`src/rtl/core/signal_phase_learn_countdown_defines.svh`:
```
`ifndef SIGNAL_PHASE_LEARN_COUNTDOWN_DEFINES_SVH
`define SIGNAL_PHASE_LEARN_COUNTDOWN_DEFINES_SVH

// Same-cycle implication, disabled while reset is asserted.
`define SPL_ASSERT_IMP(label, clk, rst_n, ante, cons) \
    label: assert property (@(posedge clk) disable iff (!rst_n) (ante) |-> (cons)) \
        else $error("spl check failed");

// Next-cycle implication, disabled while reset is asserted.
`define SPL_ASSERT_NXT(label, clk, rst_n, ante, cons) \
    label: assert property (@(posedge clk) disable iff (!rst_n) (ante) |=> (cons)) \
        else $error("spl check failed");

`endif

```
`src/rtl/core/spl_pkg.sv`:
```
`default_nettype none

package spl_pkg;

    localparam logic [7:0] TICK_INC_RESET = 8'd20;
    localparam logic [7:0] UNIT_THR_RESET = 8'd100;

    localparam int CFG_IDX_W = 2;
    localparam logic [CFG_IDX_W-1:0] CFG_TICK_INC = 2'd0;
    localparam logic [CFG_IDX_W-1:0] CFG_UNIT_THR = 2'd1;

    localparam logic [1:0] C_RED = 2'd0;
    localparam logic [1:0] C_YDN = 2'd1;
    localparam logic [1:0] C_GRN = 2'd2;
    localparam logic [1:0] C_YUP = 2'd3;

    localparam int LB_A0  = 0;
    localparam int LB_YEL = 1;
    localparam int LB_GRN = 2;
    localparam int LB_LRN = 3;
    localparam int LB_CNT = 4;

    typedef enum logic [3:0] {
        PH_LRN_WAIT_RED    = 4'd0,
        PH_LRN_RED         = 4'd1,
        PH_LRN_WAIT_GREEN  = 4'd2,
        PH_LRN_GREEN       = 4'd3,
        PH_LRN_WAIT_YELLOW = 4'd4,
        PH_LRN_YELLOW      = 4'd5,
        PH_DSP_WAIT_RED    = 4'd6,
        PH_DSP_RED         = 4'd7,
        PH_DSP_WAIT_GREEN  = 4'd8,
        PH_DSP_GREEN       = 4'd9,
        PH_DSP_WAIT_YELLOW = 4'd10,
        PH_DSP_YELLOW      = 4'd11
    } phase_t;

    typedef struct packed {
        phase_t          phase;
        logic [7:0]      unit_pre;
        logic [7:0]      blink_pre;
        logic [3:0][7:0] learned;
        logic [3:0][7:0] left;
        logic [3:0]      cnt;
        logic [3:0]      dec;
        logic [4:0]      lamp;
    } spl_state_t;

    typedef struct packed {
        logic red_in;
        logic yellow_in;
        logic green_in;
        logic tick;
    } spl_sample_t;

    typedef struct packed {
        logic       learning_mode;
        logic       lamp_red_or_blink;
        logic       lamp_yellow;
        logic       lamp_green;
        logic       learn_toggle;
        logic       countdown_toggle;
        logic [7:0] red_left;
        logic [7:0] yellow_down_left;
        logic [7:0] green_left;
        logic [7:0] yellow_up_left;
    } spl_result_t;

    function automatic logic [7:0] sat_add8(input logic [7:0] a, input logic [7:0] b);
        logic [8:0] s;
        s = {1'b0, a} + {1'b0, b};
        return s[8] ? 8'hFF : s[7:0];
    endfunction

    function automatic logic is_display(input phase_t ph);
        return (ph >= PH_DSP_WAIT_RED) && (ph <= PH_DSP_YELLOW);
    endfunction

endpackage

`default_nettype wire

```
`src/rtl/core/spl_if.sv`:
```
`default_nettype none

interface spl_in_if;
    logic valid;
    logic ready;
    logic red_in;
    logic yellow_in;
    logic green_in;
    logic tick;

    modport source (output valid, output red_in, output yellow_in, output green_in,
                    output tick, input ready);
    modport sink (input valid, input red_in, input yellow_in, input green_in,
                  input tick, output ready);
endinterface

interface spl_out_if;
    logic       valid;
    logic       ready;
    logic       learning_mode;
    logic       lamp_red_or_blink;
    logic       lamp_yellow;
    logic       lamp_green;
    logic       learn_toggle;
    logic       countdown_toggle;
    logic [7:0] red_left;
    logic [7:0] yellow_down_left;
    logic [7:0] green_left;
    logic [7:0] yellow_up_left;

    modport source (output valid, output learning_mode, output lamp_red_or_blink,
                    output lamp_yellow, output lamp_green, output learn_toggle,
                    output countdown_toggle, output red_left, output yellow_down_left,
                    output green_left, output yellow_up_left, input ready);
    modport sink (input valid, input learning_mode, input lamp_red_or_blink,
                  input lamp_yellow, input lamp_green, input learn_toggle,
                  input countdown_toggle, input red_left, input yellow_down_left,
                  input green_left, input yellow_up_left, output ready);
endinterface

interface spl_cfg_if;
    logic       valid;
    logic       ready;
    logic [1:0] index;
    logic [7:0] data;

    modport source (output valid, output index, output data, input ready);
    modport sink (input valid, input index, input data, output ready);
endinterface

`default_nettype wire

```
`src/rtl/core/spl_tick.sv`:
```
`default_nettype none

module spl_tick
    import spl_pkg::*;
(
    input  spl_state_t cur,
    input  logic       tick,
    input  logic [7:0] tick_inc,
    input  logic [7:0] unit_thr,
    output spl_state_t nxt
);

    logic [7:0] unit_sum;
    logic [7:0] blink_sum;
    logic       unit_step;

    assign unit_sum  = sat_add8(cur.unit_pre, tick_inc);
    assign blink_sum = sat_add8(cur.blink_pre, tick_inc);
    assign unit_step = (|(cur.cnt | cur.dec)) && (unit_sum >= unit_thr);

    always_comb
    begin
        nxt = cur;
        if (tick)
        begin
            nxt.unit_pre = unit_step ? 8'd0 : unit_sum;
            if (unit_step)
            begin
                for (int i = 0; i < 4; i++)
                begin
                    if (cur.cnt[i])
                    begin
                        nxt.learned[i] = sat_add8(cur.learned[i], 8'd1);
                    end
                    if (cur.dec[i])
                    begin
                        if (cur.left[i] != 8'd0)
                        begin
                            nxt.left[i] = cur.left[i] - 8'd1;
                        end
                        if (nxt.left[i] == 8'd0)
                        begin
                            nxt.dec[i] = 1'b0;
                        end
                    end
                end
                nxt.lamp[LB_LRN] = cur.lamp[LB_LRN] ^ cur.cnt[C_RED];
                nxt.lamp[LB_CNT] = cur.lamp[LB_CNT] ^ cur.dec[C_RED];
            end
            if (!is_display(cur.phase))
            begin
                if (blink_sum >= unit_thr)
                begin
                    nxt.blink_pre   = 8'd0;
                    nxt.lamp[LB_A0] = ~cur.lamp[LB_A0];
                end
                else
                begin
                    nxt.blink_pre = blink_sum;
                end
            end
        end
    end

endmodule

`default_nettype wire

```
`src/rtl/core/spl_seq.sv`:
```
`default_nettype none
`include "signal_phase_learn_countdown_defines.svh"

module spl_seq
    import spl_pkg::*;
(
    input  logic        clk,
    input  logic        rst_n,
    input  logic        step_en,
    input  spl_sample_t smp,
    input  logic [7:0]  tick_inc,
    input  logic [7:0]  unit_thr,
    output spl_result_t res
);

    spl_state_t state_reg;
    spl_state_t state_next;
    spl_state_t ticked;

    spl_tick u_tick (
        .cur      (state_reg),
        .tick     (smp.tick),
        .tick_inc (tick_inc),
        .unit_thr (unit_thr),
        .nxt      (ticked)
    );

    always_comb
    begin
        state_next = ticked;
        unique case (ticked.phase)
            PH_LRN_RED:
            begin
                if (smp.red_in)
                begin
                    if (smp.yellow_in)
                    begin
                        state_next.cnt[C_YDN] = 1'b1;
                    end
                end
                else
                begin
                    state_next.cnt[C_RED]  = 1'b0;
                    state_next.cnt[C_YDN]  = 1'b0;
                    state_next.left[C_RED] = ticked.learned[C_RED];
                    state_next.left[C_YDN] = ticked.learned[C_YDN];
                    state_next.phase       = PH_LRN_WAIT_GREEN;
                end
            end
            PH_LRN_WAIT_GREEN:
            begin
                if (smp.green_in)
                begin
                    state_next.cnt[C_GRN] = 1'b1;
                    state_next.phase      = PH_LRN_GREEN;
                end
            end
            PH_LRN_GREEN:
            begin
                if (!smp.green_in)
                begin
                    state_next.cnt[C_GRN]  = 1'b0;
                    state_next.left[C_GRN] = ticked.learned[C_GRN];
                    if (smp.yellow_in)
                    begin
                        state_next.cnt[C_YUP] = 1'b1;
                        state_next.phase      = PH_LRN_YELLOW;
                    end
                    else
                    begin
                        state_next.phase = PH_LRN_WAIT_YELLOW;
                    end
                end
            end
            PH_LRN_WAIT_YELLOW:
            begin
                if (smp.yellow_in)
                begin
                    state_next.cnt[C_YUP] = 1'b1;
                    state_next.phase      = PH_LRN_YELLOW;
                end
            end
            PH_LRN_YELLOW:
            begin
                if (!smp.yellow_in)
                begin
                    state_next.cnt[C_YUP]  = 1'b0;
                    state_next.left[C_YUP] = ticked.learned[C_YUP];
                    state_next.phase       = PH_DSP_WAIT_RED;
                end
            end
            PH_DSP_WAIT_RED:
            begin
                if (smp.red_in)
                begin
                    state_next.dec[C_RED] = 1'b1;
                    state_next.phase      = PH_DSP_RED;
                end
            end
            PH_DSP_RED:
            begin
                if (smp.red_in)
                begin
                    state_next.lamp[LB_A0] = 1'b1;
                    if (smp.yellow_in)
                    begin
                        state_next.dec[C_YDN]   = 1'b1;
                        state_next.lamp[LB_YEL] = 1'b1;
                    end
                end
                else
                begin
                    state_next.lamp[LB_A0]  = 1'b0;
                    state_next.lamp[LB_YEL] = 1'b0;
                    state_next.dec[C_RED]   = 1'b0;
                    state_next.dec[C_YDN]   = 1'b0;
                    state_next.phase        = PH_DSP_WAIT_GREEN;
                end
            end
            PH_DSP_WAIT_GREEN:
            begin
                if (smp.green_in)
                begin
                    state_next.dec[C_GRN]   = 1'b1;
                    state_next.lamp[LB_GRN] = 1'b1;
                    state_next.phase        = PH_DSP_GREEN;
                end
            end
            PH_DSP_GREEN:
            begin
                if (!smp.green_in)
                begin
                    state_next.lamp[LB_GRN] = 1'b0;
                    state_next.dec[C_GRN]   = 1'b0;
                    if (smp.yellow_in)
                    begin
                        state_next.dec[C_YUP]   = 1'b1;
                        state_next.lamp[LB_YEL] = 1'b1;
                        state_next.phase        = PH_DSP_YELLOW;
                    end
                    else
                    begin
                        state_next.phase = PH_DSP_WAIT_YELLOW;
                    end
                end
            end
            PH_DSP_WAIT_YELLOW:
            begin
                if (smp.yellow_in)
                begin
                    state_next.dec[C_YUP]   = 1'b1;
                    state_next.lamp[LB_YEL] = 1'b1;
                    state_next.phase        = PH_DSP_YELLOW;
                end
            end
            PH_DSP_YELLOW:
            begin
                if (!smp.yellow_in)
                begin
                    state_next.lamp[LB_YEL] = 1'b0;
                    state_next.dec[C_YUP]   = 1'b0;
                    state_next.left         = ticked.learned;
                    state_next.phase        = PH_DSP_WAIT_RED;
                end
            end
            default:
            begin
                // Waiting for red while learning; unused codes behave the same way.
                if (smp.red_in)
                begin
                    state_next.cnt[C_RED] = 1'b1;
                    state_next.phase      = PH_LRN_RED;
                end
                else
                begin
                    state_next.phase = PH_LRN_WAIT_RED;
                end
            end
        endcase
    end

    // An all-zero state is the learning phase that waits for red.
    always_ff @(posedge clk or negedge rst_n)
    begin
        if (!rst_n)
        begin
            state_reg <= '0;
        end
        else if (step_en)
        begin
            state_reg <= state_next;
        end
    end

    always_comb
    begin
        res.learning_mode     = !is_display(state_next.phase);
        res.lamp_red_or_blink = state_next.lamp[LB_A0];
        res.lamp_yellow       = state_next.lamp[LB_YEL];
        res.lamp_green        = state_next.lamp[LB_GRN];
        res.learn_toggle      = state_next.lamp[LB_LRN];
        res.countdown_toggle  = state_next.lamp[LB_CNT];
        res.red_left          = state_next.left[C_RED];
        res.yellow_down_left  = state_next.left[C_YDN];
        res.green_left        = state_next.left[C_GRN];
        res.yellow_up_left    = state_next.left[C_YUP];
    end

    // Display mode is never left once entered.
    `SPL_ASSERT_NXT(a_display_sticky, clk, rst_n, is_display(state_reg.phase), is_display(state_reg.phase))
    // No countdown runs while durations are still being learned.
    `SPL_ASSERT_IMP(a_no_dec_learning, clk, rst_n, !is_display(state_reg.phase), state_reg.dec == 4'd0)
    // Learning counters are all stopped in display mode.
    `SPL_ASSERT_IMP(a_no_cnt_display, clk, rst_n, is_display(state_reg.phase), state_reg.cnt == 4'd0)
    // The state only moves on a processed beat.
    `SPL_ASSERT_NXT(a_hold_idle, clk, rst_n, !step_en, $stable(state_reg))

endmodule

`default_nettype wire

```
`src/rtl/core/signal_phase_learn_countdown.sv`:
```
// Traffic-signal phase learner with countdown display. Each input beat carries one sample of
// the red, yellow and green lamp levels and a tick flag; each beat produces exactly one result
// beat with the lamp outputs and the four remaining unit counts after that sample. The block
// accepts one beat per clock while no result is held back by output backpressure; each
// beat sits in the input register, then one pass through the state update loads the
// result register. The single state update per beat sets this rate. Results stall only under
// output backpressure; while a result waits, the input register can still take one beat and
// then holds it. The configuration port writes tick_increment at index 0 and unit_threshold
// at index 1; other indexes are ignored, and writes should be made only while no beat is in
// flight.
`default_nettype none

module signal_phase_learn_countdown
    import spl_pkg::*;
(
    input  logic      clk,
    input  logic      rst_n,
    spl_in_if.sink    sample,
    spl_out_if.source result,
    spl_cfg_if.sink   cfg
);

    logic [7:0]  tick_inc_reg;
    logic [7:0]  unit_thr_reg;
    logic        in_valid_reg;
    spl_sample_t in_data_reg;
    logic        out_valid_reg;
    spl_result_t out_data_reg;
    spl_result_t step_res;
    logic        advance;

    assign advance      = in_valid_reg && (!out_valid_reg || result.ready);
    assign sample.ready = !in_valid_reg || advance;
    assign cfg.ready    = 1'b1;

    always_ff @(posedge clk or negedge rst_n)
    begin
        if (!rst_n)
        begin
            tick_inc_reg <= TICK_INC_RESET;
            unit_thr_reg <= UNIT_THR_RESET;
        end
        else if (cfg.valid)
        begin
            unique case (cfg.index)
                CFG_TICK_INC: tick_inc_reg <= cfg.data;
                CFG_UNIT_THR: unit_thr_reg <= cfg.data;
                default:
                begin
                end
            endcase
        end
    end

    always_ff @(posedge clk or negedge rst_n)
    begin
        if (!rst_n)
        begin
            in_valid_reg <= 1'b0;
        end
        else if (sample.ready)
        begin
            in_valid_reg <= sample.valid;
        end
    end

    always_ff @(posedge clk)
    begin
        if (sample.valid && sample.ready)
        begin
            in_data_reg <= '{red_in: sample.red_in, yellow_in: sample.yellow_in,
                             green_in: sample.green_in, tick: sample.tick};
        end
    end

    spl_seq u_seq (
        .clk      (clk),
        .rst_n    (rst_n),
        .step_en  (advance),
        .smp      (in_data_reg),
        .tick_inc (tick_inc_reg),
        .unit_thr (unit_thr_reg),
        .res      (step_res)
    );

    always_ff @(posedge clk or negedge rst_n)
    begin
        if (!rst_n)
        begin
            out_valid_reg <= 1'b0;
        end
        else if (advance)
        begin
            out_valid_reg <= 1'b1;
        end
        else if (result.ready)
        begin
            out_valid_reg <= 1'b0;
        end
    end

    always_ff @(posedge clk)
    begin
        if (advance)
        begin
            out_data_reg <= step_res;
        end
    end

    assign result.valid             = out_valid_reg;
    assign result.learning_mode     = out_data_reg.learning_mode;
    assign result.lamp_red_or_blink = out_data_reg.lamp_red_or_blink;
    assign result.lamp_yellow       = out_data_reg.lamp_yellow;
    assign result.lamp_green        = out_data_reg.lamp_green;
    assign result.learn_toggle      = out_data_reg.learn_toggle;
    assign result.countdown_toggle  = out_data_reg.countdown_toggle;
    assign result.red_left          = out_data_reg.red_left;
    assign result.yellow_down_left  = out_data_reg.yellow_down_left;
    assign result.green_left        = out_data_reg.green_left;
    assign result.yellow_up_left    = out_data_reg.yellow_up_left;

endmodule

`default_nettype wire

```
`src/flat_wrapper.sv`:
```
// flat-port wrapper written by rule: the top's interface ports become plain ports
module signal_phase_learn_countdown_flat import spl_pkg::*;
  (clk, rst_n, sample_valid, sample_red_in, sample_yellow_in, sample_green_in, sample_tick, sample_ready, result_valid, result_learning_mode, result_lamp_red_or_blink, result_lamp_yellow, result_lamp_green, result_learn_toggle, result_countdown_toggle, result_red_left, result_yellow_down_left, result_green_left, result_yellow_up_left, result_ready, cfg_valid, cfg_index, cfg_data, cfg_ready);
  spl_in_if sample_i ();
  spl_out_if result_i ();
  spl_cfg_if cfg_i ();
  input  logic clk;
  input  logic rst_n;
  input wire logic [$bits(sample_i.valid)-1:0] sample_valid;
  input wire logic [$bits(sample_i.red_in)-1:0] sample_red_in;
  input wire logic [$bits(sample_i.yellow_in)-1:0] sample_yellow_in;
  input wire logic [$bits(sample_i.green_in)-1:0] sample_green_in;
  input wire logic [$bits(sample_i.tick)-1:0] sample_tick;
  output wire logic [$bits(sample_i.ready)-1:0] sample_ready;
  output wire logic [$bits(result_i.valid)-1:0] result_valid;
  output wire logic [$bits(result_i.learning_mode)-1:0] result_learning_mode;
  output wire logic [$bits(result_i.lamp_red_or_blink)-1:0] result_lamp_red_or_blink;
  output wire logic [$bits(result_i.lamp_yellow)-1:0] result_lamp_yellow;
  output wire logic [$bits(result_i.lamp_green)-1:0] result_lamp_green;
  output wire logic [$bits(result_i.learn_toggle)-1:0] result_learn_toggle;
  output wire logic [$bits(result_i.countdown_toggle)-1:0] result_countdown_toggle;
  output wire logic [$bits(result_i.red_left)-1:0] result_red_left;
  output wire logic [$bits(result_i.yellow_down_left)-1:0] result_yellow_down_left;
  output wire logic [$bits(result_i.green_left)-1:0] result_green_left;
  output wire logic [$bits(result_i.yellow_up_left)-1:0] result_yellow_up_left;
  input wire logic [$bits(result_i.ready)-1:0] result_ready;
  input wire logic [$bits(cfg_i.valid)-1:0] cfg_valid;
  input wire logic [$bits(cfg_i.index)-1:0] cfg_index;
  input wire logic [$bits(cfg_i.data)-1:0] cfg_data;
  output wire logic [$bits(cfg_i.ready)-1:0] cfg_ready;
  assign sample_i.valid = sample_valid;
  assign sample_i.red_in = sample_red_in;
  assign sample_i.yellow_in = sample_yellow_in;
  assign sample_i.green_in = sample_green_in;
  assign sample_i.tick = sample_tick;
  assign sample_ready = sample_i.ready;
  assign result_valid = result_i.valid;
  assign result_learning_mode = result_i.learning_mode;
  assign result_lamp_red_or_blink = result_i.lamp_red_or_blink;
  assign result_lamp_yellow = result_i.lamp_yellow;
  assign result_lamp_green = result_i.lamp_green;
  assign result_learn_toggle = result_i.learn_toggle;
  assign result_countdown_toggle = result_i.countdown_toggle;
  assign result_red_left = result_i.red_left;
  assign result_yellow_down_left = result_i.yellow_down_left;
  assign result_green_left = result_i.green_left;
  assign result_yellow_up_left = result_i.yellow_up_left;
  assign result_i.ready = result_ready;
  assign cfg_i.valid = cfg_valid;
  assign cfg_i.index = cfg_index;
  assign cfg_i.data = cfg_data;
  assign cfg_ready = cfg_i.ready;
  signal_phase_learn_countdown u_core (.clk(clk), .rst_n(rst_n), .sample(sample_i), .result(result_i), .cfg(cfg_i));
endmodule
```
`config.mk`:
```
export PLATFORM = sky130hd
export DESIGN_NAME = signal_phase_learn_countdown_flat
export DESIGN_NICKNAME = d
export VERILOG_FILES = /design/src/rtl/core/spl_pkg.sv /design/src/rtl/core/spl_if.sv /design/src/rtl/core/spl_tick.sv /design/src/rtl/core/spl_seq.sv /design/src/rtl/core/signal_phase_learn_countdown.sv /design/src/flat_wrapper.sv
export VERILOG_INCLUDE_DIRS = /design/src /design/src/rtl/core
export SDC_FILE = /design/constraint.sdc
export NUM_CORES = 1
export LEC_CHECK = 0
export BUFFER_PORTS_ARGS = -buffer_cell sky130_fd_sc_hd__buf_2
export CAP_MARGIN = 30
export CORE_MARGIN = 2
export CORE_UTILIZATION = 50
export DETAILED_ROUTE_END_ITERATION = 16
export GPL_TIMING_DRIVEN = 0
export HOLD_SLACK_MARGIN = 0.05
export PLACE_DENSITY_LB_ADDON = 0.3
export SKIP_CTS_REPAIR_TIMING = 1
export SYNTH_ARGS = -nofsm -noshare
export SYNTH_HDL_FRONTEND = slang
export SYNTH_SLANG_ARGS = --single-unit
```
`constraint.sdc`:
```
create_clock -name clk -period 11.1 [get_ports clk]
set_clock_uncertainty 0.15 [all_clocks]
set_input_delay 1.11 -clock clk [delete_from_list [all_inputs] [get_ports clk]]
set_output_delay 1.11 -clock clk [all_outputs]
set_load 0.02 [all_outputs]
```
Word level (Yosys, flattened, before mapping):

Index checks and enable logic that the tools add are counted.

* equal/unequal tests: 17
* $mul: 0
* reduce and logical (&&, ||, !) cells: 34
* bitwise operators: 6
* shifts and indexed selects: 0
* muxes and demuxes: 101
* div/mod/pow operators: 0
* $lt $le $gt $ge: 6
* add/sub/neg operators: 10

Operators with widths (count)
* 2-to-1 mux 8 bit: 34
* 2-to-1 mux 64 bit: 2
* 2-to-1 mux 4 bit: 10
* one-hot mux 4 bit (10 select lines): 1
* adder 8 x 1 -> 9 bit (second input constant): 4
* 2-to-1 mux 1 bit: 35
* logical NOT 8 bit: 4
* 2-to-1 mux 32 bit: 1
* one-hot mux 16 bit (2 select lines): 1
* one-hot mux 8 bit (2 select lines): 2
* nonzero test 8 bit: 4
* subtractor 8 x 1 -> 8 bit (second input constant): 4
* adder 8 x 8 -> 9 bit: 2
* equality test 4 x 3 -> 1 bit (second input constant): 4
* equality test 4 bit (second input constant): 4
* >= comparator 8 bit: 2
* 2-to-1 mux 16 bit: 1
* 2-to-1 mux 6 bit: 2
* AND reduction 4 bit: 3
* one-hot mux 1 bit (2 select lines): 5
* OR reduction 10 bit: 1
* equality test 4 x 2 -> 1 bit (second input constant): 2
* >= comparator 4 x 3 -> 1 bit (second input constant): 2
* <= comparator 4 bit (second input constant): 2
* 20 further kinds: 42

* register bits after elaboration: 157
* memory bits (writable): 0
* bits in read-only memories: 0
* output and inout bits: 41
* latch bits: 0
* memories: 0

Logic depth before layout (Yosys ltp):

Gate-level depths: netlist (run 1).

* word-level depth: 14
* depth in mapped cells: 17

Hierarchy:

Synthesis (run 1) repeated with hierarchy kept, for this count alone.

* cell total of the unflattened synthesis: 1039
* area, all modules: 10765.3 um2

By module, submodules not included
* spl_seq: area an instance 5049.8 um2, cells an instance 413, times used 1
* spl_tick: area an instance 3737.3 um2, cells an instance 540, times used 1
* signal_phase_learn_countdown: area an instance 1978.1 um2, cells an instance 86, times used 1

Worst setup path after synthesis (run 1):

OpenSTA, ideal clock, no wires.

* kind: reg2reg
* start point: register u_core.tick_inc_reg[0]
* end point: register u_core.out_data_reg (netlist bit u_core.result.yellow_up_left[7]), data pin
* cell stages (with the launch flop): 16
* path buffers: 1
* slack: 6.700 ns
* arrival: 3.979 ns
* cells stage by stage: dfrtp_1 -> ha_1 -> fa_1 -> a21o_1 -> a21oi_1 -> o211ai_1 -> o31a_1 -> or2_2 -> ha_1 -> clkinv_1 -> o21a_1 -> or3_1 -> buf_6 -> a2111oi_4 -> mux2i_1 -> mux2i_1

RTL lines
* start: declaration: RTL line signal_phase_learn_countdown.sv:23 `logic [7:0] tick_inc_reg;`
* start signal: assignment: RTL line signal_phase_learn_countdown.sv:46 `CFG_TICK_INC: tick_inc_reg <= cfg.data;`
* end signal: assignment: RTL line signal_phase_learn_countdown.sv:106 `out_data_reg <= step_res;`
* end: declaration: RTL line signal_phase_learn_countdown.sv:28 `spl_result_t out_data_reg;`

==> impl_metrics.env, run 1 <==
export IMPL_ys_flop_type="dfrtp_1"
export IMPL_hold_violations=0
export IMPL_synthArstFlopShare_pct=73.25
export IMPL_worst_path_max_fanout=10
export IMPL_use_met1_pct=38.20
export IMPL_crit_path_start_kind="flop"
export IMPL_drt_total_wl_um=30320
export IMPL_rsz0062_at_grt="no"
export IMPL_clk_latency_ns=0.44
export IMPL_use_met2_pct=42.69
export IMPL_endpoint_kind="flop"
export IMPL_finalSetupViolations=0
export IMPL_grt_pass1_vias=8960
export IMPL_cts_buffer_depth=2
export IMPL_io_pins=60
export IMPL_vias_per_cell=6.462
export IMPL_drc=0
export IMPL_fillers=1799
export IMPL_numCtsBuffers=17
export IMPL_path_class="reg -> reg"
export IMPL_period_share_pct=50.02
export IMPL_seq_area_frac_synth_pct=39.70
export IMPL_max_freq_ghz=0.1801
export IMPL_synth_cell_types=85
export IMPL_gr_total_overflow=0
export IMPL_synth_area_per_cell_um2=9.167
export IMPL_synth_seq_cells=157
export IMPL_grt_max_degree=90
export IMPL_min_path_type="reg -> reg"
export IMPL_postSynthCellCount=1139
export IMPL_die_x_um=148.5
export IMPL_dp_hpwl_um=21780
export IMPL_synth_edf_count=42
export IMPL_fin_nets=1285
export IMPL_ant_nets=0
export IMPL_syn_area_mm2=0.01044
export IMPL_grt_pass1_wl_um=48060
export IMPL_numClockSinks=157
export IMPL_via_count=9712
export IMPL_routabilityCongestion=0.9675
export IMPL_cpLargestDelayFamily="compound AO/OA/AOI/OAI gates"
export IMPL_io_buffer_count=58
export IMPL_regArea_mm2=0.004145
export IMPL_drive_above_1_share_pct=13.06
export IMPL_root_buffer="clkbuf_16"
export IMPL_yosys_warnings=0
export IMPL_start_util_pct=51.27
export IMPL_tightest_slew_ns=0.9837
export IMPL_use_met3_pct=6.871
export IMPL_powerDensity_mw_per_mm2=277.1
export IMPL_dieHeight_um=148.5
export IMPL_multiInputGateArea_mm2=0.005881
export IMPL_syn2layout_area_growth_pct=11.91
export IMPL_required_ns=11.10
export IMPL_maxSlewHeadroom_pct=34.42
export IMPL_drt_pre_antenna_iters=5
export IMPL_slowest_delay_ns=0.58
export IMPL_crit_path_cell_trace="ha_1 -> fa_1 -> a21o_1 -> a21oi_1 -> o211ai_1 -> o31a_1 -> or2_2 -> ha_1 -> clkinv_1 -> o21ai_0 -> a32o_1 -> buf_2 -> buf_1 -> nand3_1 -> o211ai_1 -> o21ai_0"
export IMPL_drv_slew=0
export IMPL_diodes=0
export IMPL_power_mw=3.238
export IMPL_core_area_mm2=0.02036
export IMPL_largest_reg_flops=97
export IMPL_vdd_drop_max_mv=0.1289
export IMPL_maxCapViolCount=0
export IMPL_finalCriticalPeriod_ns=5.552
export IMPL_outcome="complete, no violations"
export IMPL_wl_per_cell_um=20.17
export IMPL_cpMaxStageDelayCell="buf_1"
export IMPL_crit_buf_inv=3
export IMPL_syn_nets=1204
export IMPL_p_leak_nw=4.787
export IMPL_cts_tree="done"
export IMPL_crit_arrival_ns=5.55
export IMPL_dieArea_mm2=0.02205
export IMPL_grt_usage_pct=27.87
export IMPL_h_tree_depth=4
export IMPL_rows=52
export IMPL_clk_pin_slew_ns=0.06
export IMPL_setup_tns_final_ns=0
export IMPL_gr_max_usage_layer="met2"
export IMPL_grt_antenna_before_repair=0
export IMPL_drt_iter0_markers=1021
## where the power goes
group          switching [mW]  internal [mW]
registers               0.141          0.796
logic                    1.13          0.622
clock network           0.244          0.309
## cells by family (layout without fill, tap and decap cells)
logic type / count (synthesis) / after routing / synth area share [%]
AND/OR/NAND/NOR: 415 / 415 / 20.41
AO/OA/AOI/OAI: 335 / 335 / 22.16
flip-flops: 157 / 157 / 39.70
buffers and inverters: 103 / 197 / 3.978
multiplexers: 65 / 65 / 6.639
adder cells (fa/ha/maj): 46 / 46 / 5.656
XOR/XNOR: 17 / 17 / 1.426
other: 1 / 1 / 0.03592
## cell usage in the layout (no fill, tap or decap), types with 8 or more instances in the layout
cell type / netlist / routed
a21oi_1: 55 / 55
nand3_1: 34 / 34
a31oi_1: 32 / 32
nor3_1: 43 / 43
nand2b_1: 19 / 19
inv_1: 36 / 36
o21ai_0: 70 / 70
xnor2_1: 12 / 12
edfxtp_1: 42 / 42
clkbuf_16: 0 / 17
dfrtp_1: 110 / 110
and2_1: 13 / 13
o22ai_1: 8 / 8
a211oi_1: 14 / 14
o21a_1: 8 / 8
mux2_2: 30 / 30
nor2b_1: 10 / 10
o221ai_1: 8 / 8
buf_2: 8 / 66
and3_1: 22 / 22
nand2_1: 100 / 100
or4_1: 8 / 8
or3_1: 13 / 13
nand4_1: 17 / 17
mux2i_1: 34 / 34
clkbuf_1: 48 / 49
nor2_1: 82 / 82
nor4_1: 20 / 20
ha_1: 44 / 44
o31ai_1: 14 / 14
nor3b_1: 8 / 8
a21o_1: 13 / 13
o211ai_1: 23 / 23
## synth_stat cells, drive strengths merged, types with 14 or more instances
cell,number,area share (%)
a211oi,17,1.4
a21oi,56,2.7
a31oi,32,1.9
and3,22,1.3
buf,17,0.89
clkbuf,48,1.7
dfrtp,110,26
edfxtp,42,12
ha,44,5.3
inv,36,1.3
mux2,31,3.4
mux2i,34,3.3
nand2,100,3.6
nand2b,19,1.1
nand3,34,1.6
nand4,17,1.0
nor2,82,2.9
nor3,44,2.2
nor4,21,1.3
o211ai,23,1.7
o21ai,74,3.5
o31ai,14,1.0
## stage by stage
stage	area, um^2	std cells	setup slack, ns	hold WS [ns]	util [%]
floorplan	10440	1139	6.700	0.3051	-
global placement	11070	1467	5.733	0.3179	54.36
detailed placement	11140	1471	5.739	0.3258	54.69
CTS	11690	1503	5.707	0.3393	57.38
global route	11690	1503	5.264	0.3477	57.38
finish	11690	1503	5.548	0.3322	57.38
## layer usage
layer	up-vias	part of all wire, %
met5	-	0
met4	0	3.0
met3	73	9.3
met2	484	45
met1	4636	43
li1	4519	-
## cell type report
cell class	instances	area share (%)
clock buffer	23	4.176
inverter	38	1.221
tap	270	2.891
timing repair buffer	62	3.052
sequential	157	35.47
multi-input combinational	879	50.33
clock inverter	9	0.5140
buffer	65	2.345
## worst paths after layout
kind                                           start                                end  slack (ns)  cells past startpoint
max in group asynchronous                      rst_n         u_core.u_seq.state_reg[26]        9.66                      2
hold reg to reg            u_core.u_seq.state_reg[3]          u_core.u_seq.state_reg[3]        0.33                      1
setup / recovery              u_core.tick_inc_reg[0]  u_core.result.yellow_down_left[7]        5.55                     16
min in group asynchronous                      rst_n         u_core.u_seq.state_reg[84]        0.38                      1
setup reg to reg              u_core.tick_inc_reg[0]  u_core.result.yellow_down_left[7]        5.55                     16
hold / removal             u_core.u_seq.state_reg[3]          u_core.u_seq.state_reg[3]        0.33                      1
Power figures use the tool's default switching activity.
==> inputs of run 2 (changes only) <==
==> constraint.sdc (replaced) <==
create_clock -name clk -period 5.5 [get_ports clk]
set_clock_uncertainty 0.15 [all_clocks]
set_input_delay 0.55 -clock clk [delete_from_list [all_inputs] [get_ports clk]]
set_output_delay 0.55 -clock clk [all_outputs]
set_load 0.02 [all_outputs]
==> run 2 against run 1 <==
  * Power increased by 100%
  * Die area unchanged
  * Clock power increased by 100%
  * Core utilization increased by 0.10 points
  * Sequential cell count unchanged
  * Via count decreased by 0.15%
  * Final area increased by 0.18%
  * Critical path depth unchanged
  * Global-route usage unchanged
  * Clock-buffer cell count unchanged
  * Cell count about the same
  * Critical endpoint is now u_core.result.red_left[6]
  * Largest cell class unchanged
==> impl_metrics.env, run 2 (same netlist as run 1, synthesis figures left out) <==
export IMPL_hold_violations=0
export IMPL_core_area_mm2=0.02036
export IMPL_rsz0062_at_grt="no"
export IMPL_crit_path_start_kind="flop"
export IMPL_layout_cells_non_filler=1504
export IMPL_finalSetupViolations=0
export IMPL_drt_total_wl_um=30430
export IMPL_wl_per_cell_um=20.24
export IMPL_gr_total_overflow=0
export IMPL_drc=0
export IMPL_numClockSinks=157
export IMPL_power_frac_comb_pct=54.1
export IMPL_pwr_share_seq_pct=28.9
export IMPL_rrSetupSlack_ns=0.22
export IMPL_dp_hpwl_um=21780
export IMPL_drive_above_1_share_pct=13.37
export IMPL_p_leak_nw=4.804
export IMPL_via_count=9697
export IMPL_grt_antenna_before_repair=0
export IMPL_vdd_drop_max_mv=0.2593
export IMPL_clk_pin_slew_ns=0.06
export IMPL_path_class="reg -> reg"
export IMPL_period_share_pct=95.93
export IMPL_max_freq_ghz=0.1895
export IMPL_grt_usage_pct=27.87
export IMPL_crit_path_cell_trace="ha_1 -> fa_1 -> a21o_1 -> a21oi_1 -> o211ai_1 -> o31a_1 -> or2_2 -> ha_1 -> clkinv_1 -> o21ai_0 -> a32o_2 -> buf_2 -> buf_2 -> nand2_1 -> a21oi_1 -> o21ai_0"
export IMPL_start_util_pct=51.27
export IMPL_crit_buf_inv=3
export IMPL_final_common_cell="dfrtp_1"
export IMPL_grt_pass1_wl_um=48060
export IMPL_rows=52
export IMPL_fin_nets=1286
export IMPL_drt_iter0_markers=1004
export IMPL_dieHeight_um=148.5
export IMPL_diodes=0
export IMPL_drt_pre_antenna_iters=5
export IMPL_cts_buffer_depth=2
export IMPL_grt_pass1_vias=8960
export IMPL_finalCriticalPeriod_ns=5.276
export IMPL_grt_max_degree=90
export IMPL_clockPowerShare_pct=17.0
export IMPL_numCtsBuffers=17
export IMPL_min_path_type="in -> reg"
export IMPL_required_ns=5.50
export IMPL_slowest_delay_ns=0.47
export IMPL_maxCapViolCount=0
export IMPL_h_tree_depth=4
export IMPL_clk_latency_ns=0.44
export IMPL_die_x_um=148.5
export IMPL_placed_cells=1471
export IMPL_dieArea_mm2=0.02205
export IMPL_fillers=1798
export IMPL_cts_tree="done"
export IMPL_power_switching_share_pct=46.65
export IMPL_powerDensity_mw_per_mm2=559.6
export IMPL_routabilityCongestion=0.9675
export IMPL_cpMaxStageDelayCell="fa_1"
export IMPL_drv_slew=0
export IMPL_cpLargestDelayFamily="compound AO/OA/AOI/OAI gates"
export IMPL_syn2layout_area_growth_pct=12.11
export IMPL_io_buffer_count=58
export IMPL_outcome="complete, no violations"
export IMPL_tightest_slew_ns=0.9229
export IMPL_endpoint_kind="flop"
export IMPL_vias_per_cell=6.447
export IMPL_p_switching_mw=3.055
export IMPL_io_pins=60
export IMPL_power_mw=6.550
export IMPL_largest_reg_flops=97
export IMPL_root_buffer="clkbuf_16"
export IMPL_crit_arrival_ns=5.28
export IMPL_maxSlewHeadroom_pct=38.34
export IMPL_p_int_mw=3.495
export IMPL_worst_path_max_fanout=10
export IMPL_ant_nets=0
export IMPL_setup_tns_final_ns=0
export IMPL_mostFrequentLayoutCells="dfrtp_1, nand2_1, nor2_1, o21ai_0, buf_2"
==> run 2: cell count changes in the layout (fill, tap and decap cells not counted) <==
cell	delta
clkbuf_2	+2
a32o_1	-1
a32o_2	+1
a32oi_1	-1
a32oi_2	+1
buf_1	-1
clkbuf_1	-1
dlygate4sd3_1	+1
==> run 2: cell type report <==
cell class                      instances  area [um^2]  area share (%)
Timing Repair Buffer                   63        366.6           3.132
Tap cell                              270        337.8           2.886
Clock inverter                          9        60.06          0.5130
Multi-Input combinational cell        879         5889           50.31
Sequential cell                       157         4145           35.41
Buffer                                 65        276.5           2.362
Clock buffer                           23        488.0           4.168
Inverter                               38        142.6           1.218
==> run 2: power groups by stage <==
stage                     sequential, mW  clock (mW)  combinational [mW]
after detailed placement            1.90           0                3.44
after floorplan                     1.96           0                2.38
final                               1.89        1.11                3.54
after CTS                           1.88        1.13                3.47
after global placement              1.89           0                3.38
after global routing                1.93        1.17                3.90
==> run 2: layer usage <==
metal | GRT usage (%) | vias up | wire length, um
li1 | - | 4514 | -
met1 | 38.20 | 4634 | 13060
met2 | 42.69 | 479 | 13630
met3 | 6.871 | 70 | 2788
met4 | 11.00 | 0 | 952
met5 | 0 | - | 0
==> run 2: metrics by stage <==
| step | hold WS, ns | util, % | worst slack [ns] | cell area [um^2] |
|---|---|---|---|---|
| floorplan | 0.1044 | - | 1.100 | 10440 |
| global route | 0.1302 | 57.48 | 0.01059 | 11710 |
| finish | 0.1308 | 57.48 | 0.2240 | 11710 |
| global placement | 0.3179 | 54.36 | 0.1328 | 11070 |
| CTS | -0.1677 | 57.38 | 0.1067 | 11690 |
| detailed placement | 0.2957 | 54.69 | 0.1395 | 11140 |
==> run 2: worst paths after layout <==
path	startpoint	end	cells past startpoint
setup / recovery	u_core.tick_inc_reg[0]	u_core.result.red_left[6]	16
hold / removal	sample_green_in	u_core.in_data_reg[1]	1
setup reg to reg	u_core.tick_inc_reg[0]	u_core.result.red_left[6]	16
hold reg to reg	u_core.u_seq.state_reg[3]	u_core.u_seq.state_reg[3]	1
max in group asynchronous	rst_n	u_core.u_seq.state_reg[26]	3
min in group asynchronous	rst_n	u_core.u_seq.state_reg[80]	2
==> run 2: worst reg2reg max path, delay by kind of cell (launching register included) <==
family | cells | cell delay (ns)
DFF | 1 | 0.43
AOI/OAI and AO/OA | 8 | 2.20
adders and majority gates | 3 | 1.00
and+or+nand+nor | 2 | 0.55
buffers and inverters | 3 | 0.68
